File: src/rtl/afq_pkg.sv
// Shared types, constants and helper functions for the alphanumeric
// frequency ranking block. No dependencies; imported by every module but afq_ram.

package afq_pkg;

   localparam int SYMBOL_COUNT = 36;
   localparam int COUNT_BITS = 32;

   localparam int SLOT_W = $clog2(SYMBOL_COUNT);
   localparam int SYM_CNT_W = $clog2(SYMBOL_COUNT + 1);
   localparam int ORDER_W = 6;
   localparam int ENTRY_W = COUNT_BITS + ORDER_W;
   localparam int PCT_W = 14;
   localparam int NUM_W = COUNT_BITS + PCT_W;
   localparam int DIV_CNT_W = $clog2(PCT_W);
   localparam int OUT_COUNT_W = 32;
   localparam int SYMBOL_W = 7;
   localparam int BYTE_W = 8;
   localparam int CSR_W = 6;

   localparam logic [PCT_W-1:0] PCT_SCALE = PCT_W'(10000);
   localparam logic [CSR_W-1:0] REPORT_LENGTH_RESET = CSR_W'(10);
   localparam logic [SYM_CNT_W-1:0] SYMBOL_MAX = SYM_CNT_W'(SYMBOL_COUNT);
   localparam logic [SLOT_W-1:0] SLOT_LAST = SLOT_W'(SYMBOL_COUNT - 1);
   localparam logic [SLOT_W-1:0] DIGIT_SLOTS = SLOT_W'(10);

   localparam logic [BYTE_W-1:0] CHAR_ZERO = 8'd48;
   localparam logic [BYTE_W-1:0] CHAR_NINE = 8'd57;
   localparam logic [BYTE_W-1:0] CHAR_UPPER_A = 8'd65;
   localparam logic [BYTE_W-1:0] CHAR_UPPER_Z = 8'd90;
   localparam logic [BYTE_W-1:0] CHAR_LOWER_A = 8'd97;
   localparam logic [BYTE_W-1:0] CHAR_LOWER_Z = 8'd122;
   localparam logic [BYTE_W-1:0] CASE_OFFSET = 8'd32;

   typedef struct packed {
      logic                rd_byte;
      logic                upd;
      logic                scan_rd;
      logic                scan_start;
      logic [SLOT_W-1:0]   scan_addr;
      logic                mul;
      logic                div_step;
      logic                emit;
      logic                emit_empty;
      logic                last;
      logic                clear;
   } cmd_type;

   typedef struct packed {
      logic                 alnum;
      logic                 total_zero;
      logic                 out_free;
      logic [SYM_CNT_W-1:0] distinct;
   } status_type;

   function automatic logic [BYTE_W-1:0] fold_case(input logic [BYTE_W-1:0] b);
      logic [BYTE_W-1:0] r;
      r = b;
      if (b >= CHAR_UPPER_A && b <= CHAR_UPPER_Z) begin
         r = b + CASE_OFFSET;
      end
      return r;
   endfunction

   function automatic logic is_alnum(input logic [BYTE_W-1:0] b);
      logic [BYTE_W-1:0] f;
      f = fold_case(b);
      return (b >= CHAR_ZERO && b <= CHAR_NINE) || (f >= CHAR_LOWER_A && f <= CHAR_LOWER_Z);
   endfunction

   function automatic logic [SLOT_W-1:0] slot_of(input logic [BYTE_W-1:0] b);
      logic [BYTE_W-1:0] f;
      logic [SLOT_W-1:0] r;
      f = fold_case(b);
      if (b >= CHAR_ZERO && b <= CHAR_NINE) begin
         r = SLOT_W'(b - CHAR_ZERO);
      end else begin
         r = SLOT_W'(f - CHAR_LOWER_A) + DIGIT_SLOTS;
      end
      return r;
   endfunction

   function automatic logic [SYMBOL_W-1:0] code_of(input logic [SLOT_W-1:0] s);
      logic [SYMBOL_W-1:0] r;
      if (s < DIGIT_SLOTS) begin
         r = SYMBOL_W'(CHAR_ZERO) + SYMBOL_W'(s);
      end else begin
         r = SYMBOL_W'(CHAR_LOWER_A) + SYMBOL_W'(s - DIGIT_SLOTS);
      end
      return r;
   endfunction

   function automatic logic [OUT_COUNT_W-1:0] count_out(input logic [COUNT_BITS-1:0] c);
      logic [OUT_COUNT_W-1:0] r;
      r = OUT_COUNT_W'(c);
      if (COUNT_BITS > OUT_COUNT_W && (c >> OUT_COUNT_W) != '0) begin
         r = '1;
      end
      return r;
   endfunction

endpackage

File: src/rtl/afq_ram.sv
// Generic single-port-write, single-port-read RAM with registered read data.
// No dependencies.

module afq_ram #(
   parameter int WIDTH = 8,
   parameter int DEPTH = 16
) (
   input  logic                     clock,
   input  logic                     wr_en,
   input  logic [$clog2(DEPTH)-1:0] wr_addr,
   input  logic [WIDTH-1:0]         wr_data,
   input  logic [$clog2(DEPTH)-1:0] rd_addr,
   output logic [WIDTH-1:0]         rd_data
);

   logic [WIDTH-1:0] mem_ff [DEPTH];
   logic [WIDTH-1:0] rd_data_ff;

   always_ff @(posedge clock) begin
      if (wr_en) begin
         mem_ff[wr_addr] <= wr_data;
      end
      rd_data_ff <= mem_ff[rd_addr];
   end

   assign rd_data = rd_data_ff;

endmodule

File: src/rtl/afq_ctrl.sv
// Controller state machine for the frequency ranking block: sequences byte
// updates, ranking scans, percentage division and result transfers. Uses afq_pkg.

module afq_ctrl
   import afq_pkg::*;
(
   input  logic             clock,
   input  logic             reset,
   input  logic             req_valid,
   output logic             req_stall,
   input  logic             req_end_of_set,
   input  logic             csr_write_en,
   input  logic [CSR_W-1:0] csr_write_data,
   input  status_type       st,
   output cmd_type          cmd
);

   typedef enum logic [2:0] {
      ST_IDLE, ST_UPD, ST_EMPTY, ST_SCAN, ST_SEL, ST_MUL, ST_DIV, ST_EMIT
   } state_type;

   state_type            state_ff, state_in;
   logic [CSR_W-1:0]     report_length_ff;
   logic [SLOT_W-1:0]    scan_idx_ff, scan_idx_in;
   logic [SYM_CNT_W-1:0] rank_ff, rank_in;
   logic [SYM_CNT_W-1:0] want_ff, want_in;
   logic [DIV_CNT_W-1:0] div_cnt_ff, div_cnt_in;
   logic [SYM_CNT_W-1:0] want_cfg;
   logic                 accept;
   logic                 last_rank;

   assign req_stall = (state_ff != ST_IDLE);
   assign accept = req_valid && !req_stall;
   assign last_rank = (rank_ff + SYM_CNT_W'(1)) == want_ff;

   always_comb begin
      if (report_length_ff == '0) begin
         want_cfg = SYM_CNT_W'(1);
      end else if (SYM_CNT_W'(report_length_ff) > SYMBOL_MAX) begin
         want_cfg = SYMBOL_MAX;
      end else begin
         want_cfg = SYM_CNT_W'(report_length_ff);
      end
   end

   always_comb begin
      state_in = state_ff;
      scan_idx_in = scan_idx_ff;
      rank_in = rank_ff;
      want_in = want_ff;
      div_cnt_in = div_cnt_ff;
      cmd = '0;
      cmd.scan_addr = scan_idx_ff;
      unique case (state_ff)
         ST_IDLE: begin
            if (accept) begin
               if (req_end_of_set) begin
                  if (st.total_zero) begin
                     state_in = ST_EMPTY;
                  end else begin
                     want_in = (want_cfg > st.distinct) ? st.distinct : want_cfg;
                     rank_in = '0;
                     scan_idx_in = '0;
                     state_in = ST_SCAN;
                  end
               end else if (st.alnum) begin
                  cmd.rd_byte = 1'b1;
                  state_in = ST_UPD;
               end
            end
         end
         ST_UPD: begin
            cmd.upd = 1'b1;
            state_in = ST_IDLE;
         end
         ST_EMPTY: begin
            if (st.out_free) begin
               cmd.emit_empty = 1'b1;
               cmd.clear = 1'b1;
               state_in = ST_IDLE;
            end
         end
         ST_SCAN: begin
            cmd.scan_rd = 1'b1;
            cmd.scan_start = (scan_idx_ff == '0);
            scan_idx_in = scan_idx_ff + SLOT_W'(1);
            if (scan_idx_ff == SLOT_LAST) begin
               state_in = ST_SEL;
            end
         end
         ST_SEL: begin
            state_in = ST_MUL;
         end
         ST_MUL: begin
            cmd.mul = 1'b1;
            div_cnt_in = '0;
            state_in = ST_DIV;
         end
         ST_DIV: begin
            cmd.div_step = 1'b1;
            div_cnt_in = div_cnt_ff + DIV_CNT_W'(1);
            if (div_cnt_ff == DIV_CNT_W'(PCT_W - 1)) begin
               state_in = ST_EMIT;
            end
         end
         ST_EMIT: begin
            if (st.out_free) begin
               cmd.emit = 1'b1;
               cmd.last = last_rank;
               if (last_rank) begin
                  cmd.clear = 1'b1;
                  state_in = ST_IDLE;
               end else begin
                  rank_in = rank_ff + SYM_CNT_W'(1);
                  scan_idx_in = '0;
                  state_in = ST_SCAN;
               end
            end
         end
         default: begin
            state_in = ST_IDLE;
         end
      endcase
   end

   always_ff @(posedge clock) begin
      if (reset) begin
         state_ff <= ST_IDLE;
         report_length_ff <= REPORT_LENGTH_RESET;
         scan_idx_ff <= '0;
         rank_ff <= '0;
         want_ff <= '0;
         div_cnt_ff <= '0;
      end else begin
         state_ff <= state_in;
         scan_idx_ff <= scan_idx_in;
         rank_ff <= rank_in;
         want_ff <= want_in;
         div_cnt_ff <= div_cnt_in;
         if (csr_write_en) begin
            report_length_ff <= csr_write_data;
         end
      end
   end

endmodule

File: src/rtl/afq_dp.sv
// Datapath for the frequency ranking block: count RAM with valid flags,
// totals, best-candidate search, multiply, restoring divider and result
// register. Uses afq_pkg and afq_ram.

module afq_dp
   import afq_pkg::*;
(
   input  logic                   clock,
   input  logic                   reset,
   input  cmd_type                cmd,
   output status_type             st,
   input  logic [BYTE_W-1:0]      req_data_byte,
   output logic                   rsp_valid,
   input  logic                   rsp_stall,
   output logic [SYMBOL_W-1:0]    rsp_symbol,
   output logic [OUT_COUNT_W-1:0] rsp_symbol_count,
   output logic [PCT_W-1:0]       rsp_percent_hundredths,
   output logic                   rsp_no_data,
   output logic                   rsp_last_result
);

   logic [SYMBOL_COUNT-1:0] valid_ff;
   logic [SYMBOL_COUNT-1:0] marks_ff;
   logic [SYM_CNT_W-1:0]    distinct_ff;
   logic [COUNT_BITS-1:0]   total_ff;
   logic [SLOT_W-1:0]       slot_ff;
   logic                    cmp_pend_ff;
   logic [SLOT_W-1:0]       idx_d_ff;
   logic                    best_found_ff;
   logic [SLOT_W-1:0]       best_idx_ff;
   logic [COUNT_BITS-1:0]   best_cnt_ff;
   logic [ORDER_W-1:0]      best_ord_ff;
   logic [COUNT_BITS-1:0]   rem_ff;
   logic [PCT_W-1:0]        low_ff;
   logic [PCT_W-1:0]        quo_ff;
   logic                    rsp_valid_ff;
   logic [SYMBOL_W-1:0]     symbol_ff;
   logic [OUT_COUNT_W-1:0]  count_ff;
   logic [PCT_W-1:0]        pct_ff;
   logic                    no_data_ff;
   logic                    last_ff;

   logic [SLOT_W-1:0]       ram_rd_addr;
   logic [ENTRY_W-1:0]      ram_rd_data;
   logic [ENTRY_W-1:0]      ram_wr_data;
   logic [COUNT_BITS-1:0]   rd_cnt;
   logic [ORDER_W-1:0]      rd_ord;
   logic                    upd_valid;
   logic [COUNT_BITS-1:0]   old_cnt;
   logic [COUNT_BITS-1:0]   new_cnt;
   logic [ORDER_W-1:0]      new_ord;
   logic                    cand;
   logic                    better;
   logic [NUM_W-1:0]        product;
   logic [COUNT_BITS:0]     rem_shift;
   logic                    rem_ge;

   assign ram_rd_addr = cmd.rd_byte ? slot_of(req_data_byte) : cmd.scan_addr;
   assign rd_cnt = ram_rd_data[COUNT_BITS-1:0];
   assign rd_ord = ram_rd_data[ENTRY_W-1:COUNT_BITS];

   assign upd_valid = valid_ff[slot_ff];
   assign old_cnt = upd_valid ? rd_cnt : '0;
   assign new_cnt = (old_cnt == '1) ? old_cnt : old_cnt + COUNT_BITS'(1);
   assign new_ord = upd_valid ? rd_ord : ORDER_W'(distinct_ff);
   assign ram_wr_data = {new_ord, new_cnt};

   afq_ram #(
      .WIDTH(ENTRY_W),
      .DEPTH(SYMBOL_COUNT)
   ) u_count_ram (
      .clock   (clock),
      .wr_en   (cmd.upd),
      .wr_addr (slot_ff),
      .wr_data (ram_wr_data),
      .rd_addr (ram_rd_addr),
      .rd_data (ram_rd_data)
   );

   assign cand = cmp_pend_ff && valid_ff[idx_d_ff] && !marks_ff[idx_d_ff];
   assign better = !best_found_ff || (rd_cnt > best_cnt_ff) ||
                   ((rd_cnt == best_cnt_ff) && (rd_ord < best_ord_ff));

   assign product = NUM_W'(best_cnt_ff) * NUM_W'(PCT_SCALE);
   assign rem_shift = {rem_ff, low_ff[PCT_W-1]};
   assign rem_ge = rem_shift >= {1'b0, total_ff};

   assign st.alnum = is_alnum(req_data_byte);
   assign st.total_zero = (total_ff == '0);
   assign st.out_free = !rsp_valid_ff || !rsp_stall;
   assign st.distinct = distinct_ff;

   always_ff @(posedge clock) begin
      if (reset) begin
         valid_ff <= '0;
         marks_ff <= '0;
         distinct_ff <= '0;
         total_ff <= '0;
         cmp_pend_ff <= 1'b0;
         best_found_ff <= 1'b0;
         rsp_valid_ff <= 1'b0;
      end else begin
         cmp_pend_ff <= cmd.scan_rd;
         if (cmd.clear) begin
            valid_ff <= '0;
            marks_ff <= '0;
            distinct_ff <= '0;
            total_ff <= '0;
         end else begin
            if (cmd.upd) begin
               valid_ff[slot_ff] <= 1'b1;
               if (!upd_valid && distinct_ff < SYMBOL_MAX) begin
                  distinct_ff <= distinct_ff + SYM_CNT_W'(1);
               end
               if (total_ff != '1) begin
                  total_ff <= total_ff + COUNT_BITS'(1);
               end
            end
            if (cmd.emit) begin
               marks_ff[best_idx_ff] <= 1'b1;
            end
         end
         if (cmd.scan_start) begin
            best_found_ff <= 1'b0;
         end else if (cand && better) begin
            best_found_ff <= 1'b1;
         end
         if (cmd.emit || cmd.emit_empty) begin
            rsp_valid_ff <= 1'b1;
         end else if (!rsp_stall) begin
            rsp_valid_ff <= 1'b0;
         end
      end
   end

   always_ff @(posedge clock) begin
      if (cmd.rd_byte) begin
         slot_ff <= ram_rd_addr;
      end
      idx_d_ff <= cmd.scan_addr;
      if (!cmd.scan_start && cand && better) begin
         best_idx_ff <= idx_d_ff;
         best_cnt_ff <= rd_cnt;
         best_ord_ff <= rd_ord;
      end
      if (cmd.mul) begin
         rem_ff <= product[NUM_W-1:PCT_W];
         low_ff <= product[PCT_W-1:0];
      end else if (cmd.div_step) begin
         rem_ff <= rem_ge ? COUNT_BITS'(rem_shift - {1'b0, total_ff})
                          : rem_shift[COUNT_BITS-1:0];
         low_ff <= {low_ff[PCT_W-2:0], 1'b0};
         quo_ff <= {quo_ff[PCT_W-2:0], rem_ge};
      end
      if (cmd.emit) begin
         symbol_ff <= code_of(best_idx_ff);
         count_ff <= count_out(best_cnt_ff);
         pct_ff <= (quo_ff > PCT_SCALE) ? PCT_SCALE : quo_ff;
         no_data_ff <= 1'b0;
         last_ff <= cmd.last;
      end else if (cmd.emit_empty) begin
         symbol_ff <= '0;
         count_ff <= '0;
         pct_ff <= '0;
         no_data_ff <= 1'b1;
         last_ff <= 1'b1;
      end
   end

   assign rsp_valid = rsp_valid_ff;
   assign rsp_symbol = symbol_ff;
   assign rsp_symbol_count = count_ff;
   assign rsp_percent_hundredths = pct_ff;
   assign rsp_no_data = no_data_ff;
   assign rsp_last_result = last_ff;

endmodule

File: src/rtl/alnum_frequency_top_n.sv
// Top level of the alphanumeric frequency ranking block: joins the controller
// and the datapath. Uses afq_pkg, afq_ctrl and afq_dp.
//
//   Channel   Direction  Handshake               Payload
//   req       in         req_valid / req_stall   req_data_byte, req_end_of_set
//   rsp       out        rsp_valid / rsp_stall   symbol, count, percent, flags
//   csr       in         csr_write_en            csr_write_data (report length)
//
// A letter or digit stalls the request while its count RAM entry is read and
// written back; any other byte is taken without a stall. A report gives each
// result through a scan of the count RAM, one select, one multiply, 14 divide
// steps and one transfer. An empty set answers with one result.
// Reset is synchronous; the counters clear at once through per-entry valid flags.
// A stalled result holds in the output register; the report waits behind it.

module alnum_frequency_top_n
   import afq_pkg::*;
(
   input  logic                   clock,
   input  logic                   reset,
   input  logic                   req_valid,
   output logic                   req_stall,
   input  logic [BYTE_W-1:0]      req_data_byte,
   input  logic                   req_end_of_set,
   output logic                   rsp_valid,
   input  logic                   rsp_stall,
   output logic [SYMBOL_W-1:0]    rsp_symbol,
   output logic [OUT_COUNT_W-1:0] rsp_symbol_count,
   output logic [PCT_W-1:0]       rsp_percent_hundredths,
   output logic                   rsp_no_data,
   output logic                   rsp_last_result,
   input  logic                   csr_write_en,
   input  logic [CSR_W-1:0]       csr_write_data
);

   cmd_type    cmd;
   status_type st;

   afq_ctrl u_ctrl (
      .clock          (clock),
      .reset          (reset),
      .req_valid      (req_valid),
      .req_stall      (req_stall),
      .req_end_of_set (req_end_of_set),
      .csr_write_en   (csr_write_en),
      .csr_write_data (csr_write_data),
      .st             (st),
      .cmd            (cmd)
   );

   afq_dp u_dp (
      .clock                  (clock),
      .reset                  (reset),
      .cmd                    (cmd),
      .st                     (st),
      .req_data_byte          (req_data_byte),
      .rsp_valid              (rsp_valid),
      .rsp_stall              (rsp_stall),
      .rsp_symbol             (rsp_symbol),
      .rsp_symbol_count       (rsp_symbol_count),
      .rsp_percent_hundredths (rsp_percent_hundredths),
      .rsp_no_data            (rsp_no_data),
      .rsp_last_result        (rsp_last_result)
   );

   assert property (@(posedge clock) disable iff (reset)
      (cmd.emit || cmd.emit_empty) |-> st.out_free)
      else $error("Result loaded while the output register still holds a stalled transfer.");

   assert property (@(posedge clock) disable iff (reset)
      rsp_valid && rsp_no_data |-> rsp_last_result)
      else $error("Empty-set result is not marked as the last one.");

   assert property (@(posedge clock) disable iff (reset)
      rsp_valid |-> rsp_percent_hundredths <= PCT_SCALE)
      else $error("Percentage exceeds the full scale.");

   assert property (@(posedge clock) disable iff (reset)
      cmd.upd |-> !cmd.scan_rd && !cmd.emit && !cmd.clear)
      else $error("Count update overlaps a report step.");

endmodule

File: config.mk
export PLATFORM = sky130hd
export DESIGN_NAME = alnum_frequency_top_n
export DESIGN_NICKNAME = d
export VERILOG_FILES = /design/src/rtl/afq_pkg.sv /design/src/rtl/afq_ram.sv /design/src/rtl/afq_ctrl.sv /design/src/rtl/afq_dp.sv /design/src/rtl/alnum_frequency_top_n.sv
export SDC_FILE = /design/constraint.sdc
export NUM_CORES = 2
export LEC_CHECK = 0
export ABC_CLOCK_PERIOD_IN_PS = 14200
export CAP_MARGIN = 20
export CORE_MARGIN = 5
export CORE_UTILIZATION = 55
export CTS_BUF_LIST = sky130_fd_sc_hd__clkbuf_8
export DETAILED_ROUTE_END_ITERATION = 10
export DONT_BUFFER_PORTS = 1
export PLACE_DENSITY = 0.68
export SLEW_MARGIN = 25
export SYNTH_ARGS = -nofsm -noshare
export SYNTH_HDL_FRONTEND = slang
export SYNTH_SLANG_ARGS = --single-unit
File: constraint.sdc
create_clock -name clock -period 14.2 [get_ports clock]
set_clock_uncertainty 0.15 [all_clocks]
set_input_delay 2.84 -clock clock [delete_from_list [all_inputs] [get_ports clock]]
set_output_delay 2.84 -clock clock [all_outputs]
set_load 0.02 [all_outputs]
* Word level (Yosys, flattened, before mapping)
Memories as Yosys holds them, arrays and structs flattened. A register that Yosys moved wholly into a read port is not among the register bits. Index checks and enable logic that the tools add are counted.
Operators by class: add/sub/neg operators 14, $mul 1, magnitude comparators 19, equality and inequality tests 23, muxes and demuxes 73, bitwise gates (word level) 4, reductions and logical operators 44
Operators by type and width (number):
- $mux W32 | 7
- $mux W6 | 13
- $or A36 B36 Y36 | 2
- $mux W14 | 5
- $add A32 B1 Y32 const B | 2
- $mul A32 B10 Y42 const B | 1
- $ge A33 B32 Y1 | 1
- $eq A32 B32 Y1 | 1
- $eq A32 B32 Y1 const B | 1
- $gt A32 B32 Y1 | 1
- $logic_not A32 Y1 | 1
- $ne A32 B32 Y1 const B | 1
- $sub A32 B32 Y32 | 1
- $mux W1 | 24
- $pmux W3 S8 | 1
- $lt A6 B7 Y1 const B | 3
- $mux W3 | 7
- $mux W7 | 3
- $add A6 B1 Y6 const B | 3
- $bmux W1 S6 | 3
- $pmux W6 S3 | 1
- $reduce_and A6 Y1 | 3
- $ge A8 B7 Y1 const B | 2
- $le A8 B7 Y1 const B | 2
- other kinds (42) | 89
Word-level totals: flip-flop bits (word level) 311, memory bits (writable) 1368, input bits 20, output and inout bits 57, memories 1
Memories:
- u_dp.u_count_ram.mem_ff | depth 36, width 38, read ports 1, clocked after Yosys merged registers in 1, write ports 1, RTL line afq_ram.sv:16 | logic [WIDTH-1:0] mem_ff [DEPTH];

* Logic depth before layout (Yosys ltp)
depth after elaboration 11, gate-level depth with buffers 23, mapped depth without buffers 22

* By module
A second synthesis with hierarchy kept.
Unflattened totals: cell total of the unflattened synthesis 5174, area total of the unflattened synthesis 76796.2 sq um
By module, submodules not included:
- afq_ram | instances 1, cells each 2782, area an instance 54156.9 sq um, seq. area each 41840.1 sq um
- afq_dp | instances 1, cells each 2137, area an instance 20428.3 sq um, seq. area each 7206.9 sq um
- afq_ctrl | instances 1, cells each 255, area an instance 2210.9 sq um, seq. area each 620.6 sq um

* Worst setup path after synthesis
OpenSTA, ideal clock, no wires.
kind register to register, start register u_dp.best_cnt_ff[29], end register u_dp.best_cnt_ff[0] (enable), setup time 555 ps, arrival 6407 ps, data required time 13495 ps, path slack 7089 ps, stages on the path, launching flop included 13, clock period less this slack 7111 ps, cells stage by stage edfxtp_1 inv_1 ha_1 nand4_1 nor2_1 nand2_1 nor3_1 nand2_1 or3_1 nand4b_1 a21oi_1 o2111a_1 nor4_1
Between the ends: word-level cells in the longest chain between the ends 4, elaborated cells between the ends (all ways) 6, those cells by class order compare: 1; eq/ne: 1; reduce/logical: 4
Ends and longest elaborated chain:
- from (decl) | RTL line afq_dp.sv:31 | logic [COUNT_BITS-1:0] best_cnt_ff;
- from (signal assigned) | RTL line afq_dp.sv:143 | best_cnt_ff <= rd_cnt;
- $gt A32 B32 Y1 or $eq A32 B32 Y1 (tied branches) | RTL line afq_dp.sv:81, afq_dp.sv:82
- $logic_or A1 B1 Y1 or $logic_and A1 B1 Y1 (tied branches) | RTL line afq_dp.sv:81, afq_dp.sv:82
- $logic_or A1 B1 Y1 * | RTL line afq_dp.sv:81 | assign better = !best_found_ff || (rd_cnt > best_cnt_ff) ||
- $logic_and A1 B1 Y1 * | RTL line afq_dp.sv:141 | if (!cmd.scan_start && cand && better) begin
Every way passes the cells marked *; elsewhere a longest branch is shown, timed or not. A chain may end at the register's enable or synchronous reset.

* Worst setup path in the final report
start input port req_data_byte[5], end register u_dp.u_count_ram.rd_data_ff[34], in the netlist u_dp.u_count_ram.rd_data[34], read port of u_dp.u_count_ram.mem_ff
Between the ends: word-level cells in the longest chain between the ends 11, elaborated cells between the ends (all ways) 21, those cells by class add/sub: 4; order compare: 6; mux: 7; reduce/logical: 4
Ends and longest elaborated chain:
- from (decl) | RTL line alnum_frequency_top_n.sv:23 | input logic [BYTE_W-1:0] req_data_byte,
- parallel branches: the longest is 10 deep, another holds $ge A8 B7 Y1
- $mux W6 * | RTL line afq_dp.sv:58 | assign ram_rd_addr = cmd.rd_byte ? slot_of(req_data_byte) : cmd.scan_addr;
- to (decl) | RTL line afq_ram.sv:17 | logic [WIDTH-1:0] rd_data_ff;
Mark *: on every way between the ends.

==> results.yml <==
status:
  outcome: "finished clean"
global_route:
  via_count_of_the_first_global_routing_pass: 50583
  grt_first_pass_wirelength_um: 324000
  antenna_found_initial: 3
  grt_usage: 0.285
  globalRoute.totalOverflow: 0
  maximum_number_of_pins_on_one_net_before_global_route_repair: 238
pwr:
  peak_supply_drop_mv: 0.0765
  power_density_nw_per_um2: 117
  design_power_total_mw: 10.0
  static_leakage_power_nw: 31.4
worst_hold_path:
  hp-class: "flip-flop to flip-flop"
  hold_path.startpoint: "u_ctrl.scan_idx_ff[1]"
  worst_hold_path.endpoint: "u_dp.idx_d_ff[1]"
  hold_depth: 0
clock_tree:
  post_cts_resized: 0
  clk_root_buffer_cell: "sky130_fd_sc_hd__clkbuf_8"
  cts_htree_levels: 5
  cts_tree: "done"
  cts-buffers-inserted: 295
  cts_hold_buffers: 0
  clock_sinks: 1717
  clock_tree.buffer_depth: 4
  worst_skew_pair.late_latency_ns: 1.02
  clk_pin_slew_worst_paths_ns: 0.06
  cts_setup_buffers: 0
setup_path:
  critPathKind: "input port to flip-flop"
  reg2reg_to: "u_dp.u_count_ram.mem_ff[2][11]"
  critical_path.n_buffers_inverters: 4
  cp_common_cell: "sky130_fd_sc_hd__buf_4"
  critical-path-slowest-cell: "sky130_fd_sc_hd__buf_4"
  crit_path_max_fanout: 52
  r2r-start: "u_dp.slot_ff[5]"
  reg2reg_depth: 15
  type_of_element_capturing_the_critical_path: "flip-flop"
  critical_path.cell_chain: "inv_1 -> ha_1 -> nor2b_1 -> a211oi_2 -> and3_4 -> o21ai_4 -> a21oi_4 -> mux2i_4 -> buf_4 -> clkinv_2 -> nand2_4 -> buf_4 -> a211o_1 -> o211ai_1 -> a221o_1"
  crit_arrival_ns: 8.53
  critical-path-top-delay-family: "buffers and inverters"
  critical_path_required_ns: 14.89
  regToRegSetupSlack_ns: 7.68
  worst_setup_path_start_kind: "input port"
  critical-path-max-stage-delay_ns: 0.86
die:
  floorplan.initialDensity: 0.553
  design.die.area_um2: 150000
  floorplan.die.height_um: 387
  coreArea_um2: 141000
  die_x_um: 387
  rows: 138
  num_io_pins: 77
synthesis:
  synth.net_count: 6453
  synth_cells: 6131
  syn-cell-area_um2: 78200
  synth_async_sr_flop_share: 0
  post_synth_num_cell_types: 89
  synth_area_per_inst_um2: 12.8
  synth-edff-count: 1528
  synth-main-ff-cell: "sky130_fd_sc_hd__edfxtp_1"
  yosysSeqAreaShare: 0.635
  synthesis_stage_register_bit_count: 1717
  number_of_warning_messages_in_the_yosys_log: 0
cells_and_area:
  layout.filler_cells: 10967
  drive_gt1_frac: 0.0913
  finish.net_count: 6437
  post-route-util: 0.605
  final_cell_area_um2: 85500
  multiInputGateArea_um2: 26200
  seqCellArea_um2: 49700
  synthesis_to_layout_area_growth_pct: 9.27
detailed_routing:
  route.detailed.drc: 0
  detailedRoute.firstIterationViolations: 6111
  wl_per_cell_um: 26.8
  routed_via_density: 6.43
  drt.antenna.violating_nets: 0
  routed_wl_um: 220000
  via_count: 52835
  drt_pre_antenna_iters: 6
timing:
  holdWs_ns: 0.278
  achievable-frequency_ghz: 0.128
  final.setup.tns_ns: 0
  setup_repair_after_global_routing_missed_its_margin: "no"
  min_cycle_time_layout_ns: 7.84
  finalMaxSlewViolations: 0
  setup-violations-final: 0
  worst_slew_margin_rel: 0.222
  final-hold-violation-count: 0
  min_period_over_period: 0.552
  worstMarginPinSlew_ns: 1.17
placed_design:
  routability_congestion_estimate_from_global_placement: 0.867
  detailedPlacementHpwl_um: 116000
  numPortBuffers: 0
  placedInstanceArea_um2: 80200
job:
  max_cap_violations: 0
==> power breakdown <==
part           switching (mW)  internal (mW)  total (mW)  leakage, nW
clock network            1.95           2.10        4.04         3.01
logic                   0.280          0.132       0.412         13.3
registers              0.0516           5.49        5.54         15.1
total                    2.28           7.72        10.0         31.4
==> layout make-up <==
type / count / area share
well taps: 1890 / 0.0277
diodes: 3 / 0.0000878
repair buffers: 104 / 0.0106
clock buffers: 314 / 0.0505
clock inverters: 186 / 0.0101
inverters: 313 / 0.0140
multi-input cells: 3684 / 0.306
flip-flops and latches: 1717 / 0.581
==> layer usage <==
| metal | part of all wire | GRT usage |
|---|---|---|
| met1 | 0.40 | 0.395 |
| met3 | 0.10 | 0.0536 |
| met5 | 0.000059 | 0 |
| met4 | 0.038 | 0.107 |
| met2 | 0.47 | 0.451 |
==> worst register-to-register path, cell delays in order, from the launching register on <==
cell	delay, ns
sky130_fd_sc_hd__edfxtp_1	0.48
sky130_fd_sc_hd__nand3b_1	0.77
sky130_fd_sc_hd__o21ai_1	0.48
sky130_fd_sc_hd__a221o_1	0.72
sky130_fd_sc_hd__nor2_4	0.04
sky130_fd_sc_hd__nor2_1	0.26
sky130_fd_sc_hd__ha_1	0.22
sky130_fd_sc_hd__nand2_1	0.19
sky130_fd_sc_hd__nor4_1	0.74
sky130_fd_sc_hd__o211ai_1	0.18
sky130_fd_sc_hd__buf_4	0.23
sky130_fd_sc_hd__and4_1	0.40
sky130_fd_sc_hd__and2_1	0.30
sky130_fd_sc_hd__nand2_1	0.23
sky130_fd_sc_hd__xor2_1	0.16
sky130_fd_sc_hd__nor2_4	0.59
==> synthesized netlist by cell type (18+ instances only) <==
cell | count | share of area
sky130_fd_sc_hd__or3_1 | 18 | 0.0014
sky130_fd_sc_hd__a21oi_1 | 389 | 0.025
sky130_fd_sc_hd__buf_2 | 97 | 0.0062
sky130_fd_sc_hd__o21a_1 | 19 | 0.0018
sky130_fd_sc_hd__buf_6 | 18 | 0.0026
sky130_fd_sc_hd__nand3_1 | 42 | 0.0027
sky130_fd_sc_hd__clkbuf_1 | 267 | 0.013
sky130_fd_sc_hd__a311oi_1 | 44 | 0.0049
sky130_fd_sc_hd__nor2_1 | 361 | 0.017
sky130_fd_sc_hd__ha_1 | 218 | 0.035
sky130_fd_sc_hd__nor3_1 | 33 | 0.0021
sky130_fd_sc_hd__and3_1 | 440 | 0.035
sky130_fd_sc_hd__nor2b_1 | 25 | 0.0020
sky130_fd_sc_hd__nand2b_1 | 19 | 0.0015
sky130_fd_sc_hd__o22a_1 | 77 | 0.0086
sky130_fd_sc_hd__mux2i_1 | 24 | 0.0031
sky130_fd_sc_hd__inv_1 | 308 | 0.015
sky130_fd_sc_hd__o21ai_0 | 82 | 0.0052
sky130_fd_sc_hd__buf_1 | 24 | 0.0012
sky130_fd_sc_hd__edfxtp_1 | 1528 | 0.59
sky130_fd_sc_hd__fa_1 | 84 | 0.021
sky130_fd_sc_hd__a211o_1 | 81 | 0.0091
sky130_fd_sc_hd__a21boi_0 | 150 | 0.014
sky130_fd_sc_hd__a22o_1 | 79 | 0.0088
sky130_fd_sc_hd__a211oi_1 | 260 | 0.025
sky130_fd_sc_hd__a21o_1 | 51 | 0.0049
sky130_fd_sc_hd__nand4_1 | 43 | 0.0034
sky130_fd_sc_hd__o211ai_1 | 92 | 0.0088
sky130_fd_sc_hd__a31oi_1 | 20 | 0.0016
sky130_fd_sc_hd__o311ai_0 | 147 | 0.016
sky130_fd_sc_hd__a221o_1 | 41 | 0.0052
sky130_fd_sc_hd__xnor2_1 | 94 | 0.011
sky130_fd_sc_hd__xor2_1 | 43 | 0.0048
sky130_fd_sc_hd__nand2_1 | 519 | 0.025
sky130_fd_sc_hd__dfxtp_1 | 189 | 0.048
==> cell usage in the layout, fill, tap and decap left out, types with 61 or more instances in the layout <==
cell type / instances
sky130_fd_sc_hd__a211o_1: 81
sky130_fd_sc_hd__a211oi_1: 260
sky130_fd_sc_hd__a21boi_0: 150
sky130_fd_sc_hd__a21oi_1: 388
sky130_fd_sc_hd__a22o_1: 79
sky130_fd_sc_hd__and3_1: 440
sky130_fd_sc_hd__buf_4: 94
sky130_fd_sc_hd__clkbuf_8: 314
sky130_fd_sc_hd__dfxtp_1: 189
sky130_fd_sc_hd__edfxtp_1: 1528
sky130_fd_sc_hd__fa_1: 84
sky130_fd_sc_hd__ha_1: 218
sky130_fd_sc_hd__inv_1: 403
sky130_fd_sc_hd__nand2_1: 515
sky130_fd_sc_hd__nor2_1: 298
sky130_fd_sc_hd__nor2_4: 61
sky130_fd_sc_hd__o211ai_1: 92
sky130_fd_sc_hd__o21ai_0: 82
sky130_fd_sc_hd__o22a_1: 77
sky130_fd_sc_hd__o311ai_0: 147
sky130_fd_sc_hd__xnor2_1: 93
==> worst max-delay path by stage <==
stage                                        end  depth (start not counted)  slack, ns                  from
finish              u_dp.u_count_ram.rd_data[34]                         15       6.36      req_data_byte[5]
detailed placement   u_dp.u_count_ram.rd_data[1]                         15       5.49      req_data_byte[5]
floorplan                    u_dp.best_cnt_ff[0]                         12       7.09  u_dp.best_cnt_ff[29]
global placement     u_dp.u_count_ram.rd_data[1]                         15       5.57      req_data_byte[5]
global route        u_dp.u_count_ram.rd_data[34]                         15       6.32      req_data_byte[5]
CTS                 u_dp.u_count_ram.rd_data[34]                         15       6.55      req_data_byte[5]
==> flip-flops by register name, indices dropped and copies added (netlist names), 10 cells and up <==
| register | flops |
|---|---|
| u_dp.rem_ff | 32 |
| u_dp.low_ff | 10 |
| u_dp.rsp_symbol_count | 32 |
| u_dp.u_count_ram.rd_data | 38 |
| u_dp.valid_ff | 36 |
| u_dp.marks_ff | 36 |
| u_dp.total_ff | 32 |
| u_dp.u_count_ram.mem_ff | 1368 |
| u_dp.best_cnt_ff | 32 |
| u_dp.quo_ff | 14 |
| u_dp.rsp_percent_hundredths | 14 |
==> kinds of logic after synthesis <==
group	after synthesis	share of synthesized area
fa+ha+maj	302	0.0564
xor+xnor	137	0.0153
mux	40	0.00627
buf+inv	730	0.0388
compound gates	1606	0.148
simple gates	1599	0.100
flops	1717	0.635
==> per-stage QoR <==
| step | std cells | setup WS [ns] |
|---|---|---|
| detailed placement | 7707 | 5.49 |
| global placement | 7705 | 5.57 |
| floorplan | 6131 | 7.09 |
| CTS | 8207 | 6.55 |
| global route | 8209 | 6.32 |
| finish | 8211 | 6.36 |
No activity file was read; power rests on OpenSTA's default activity.
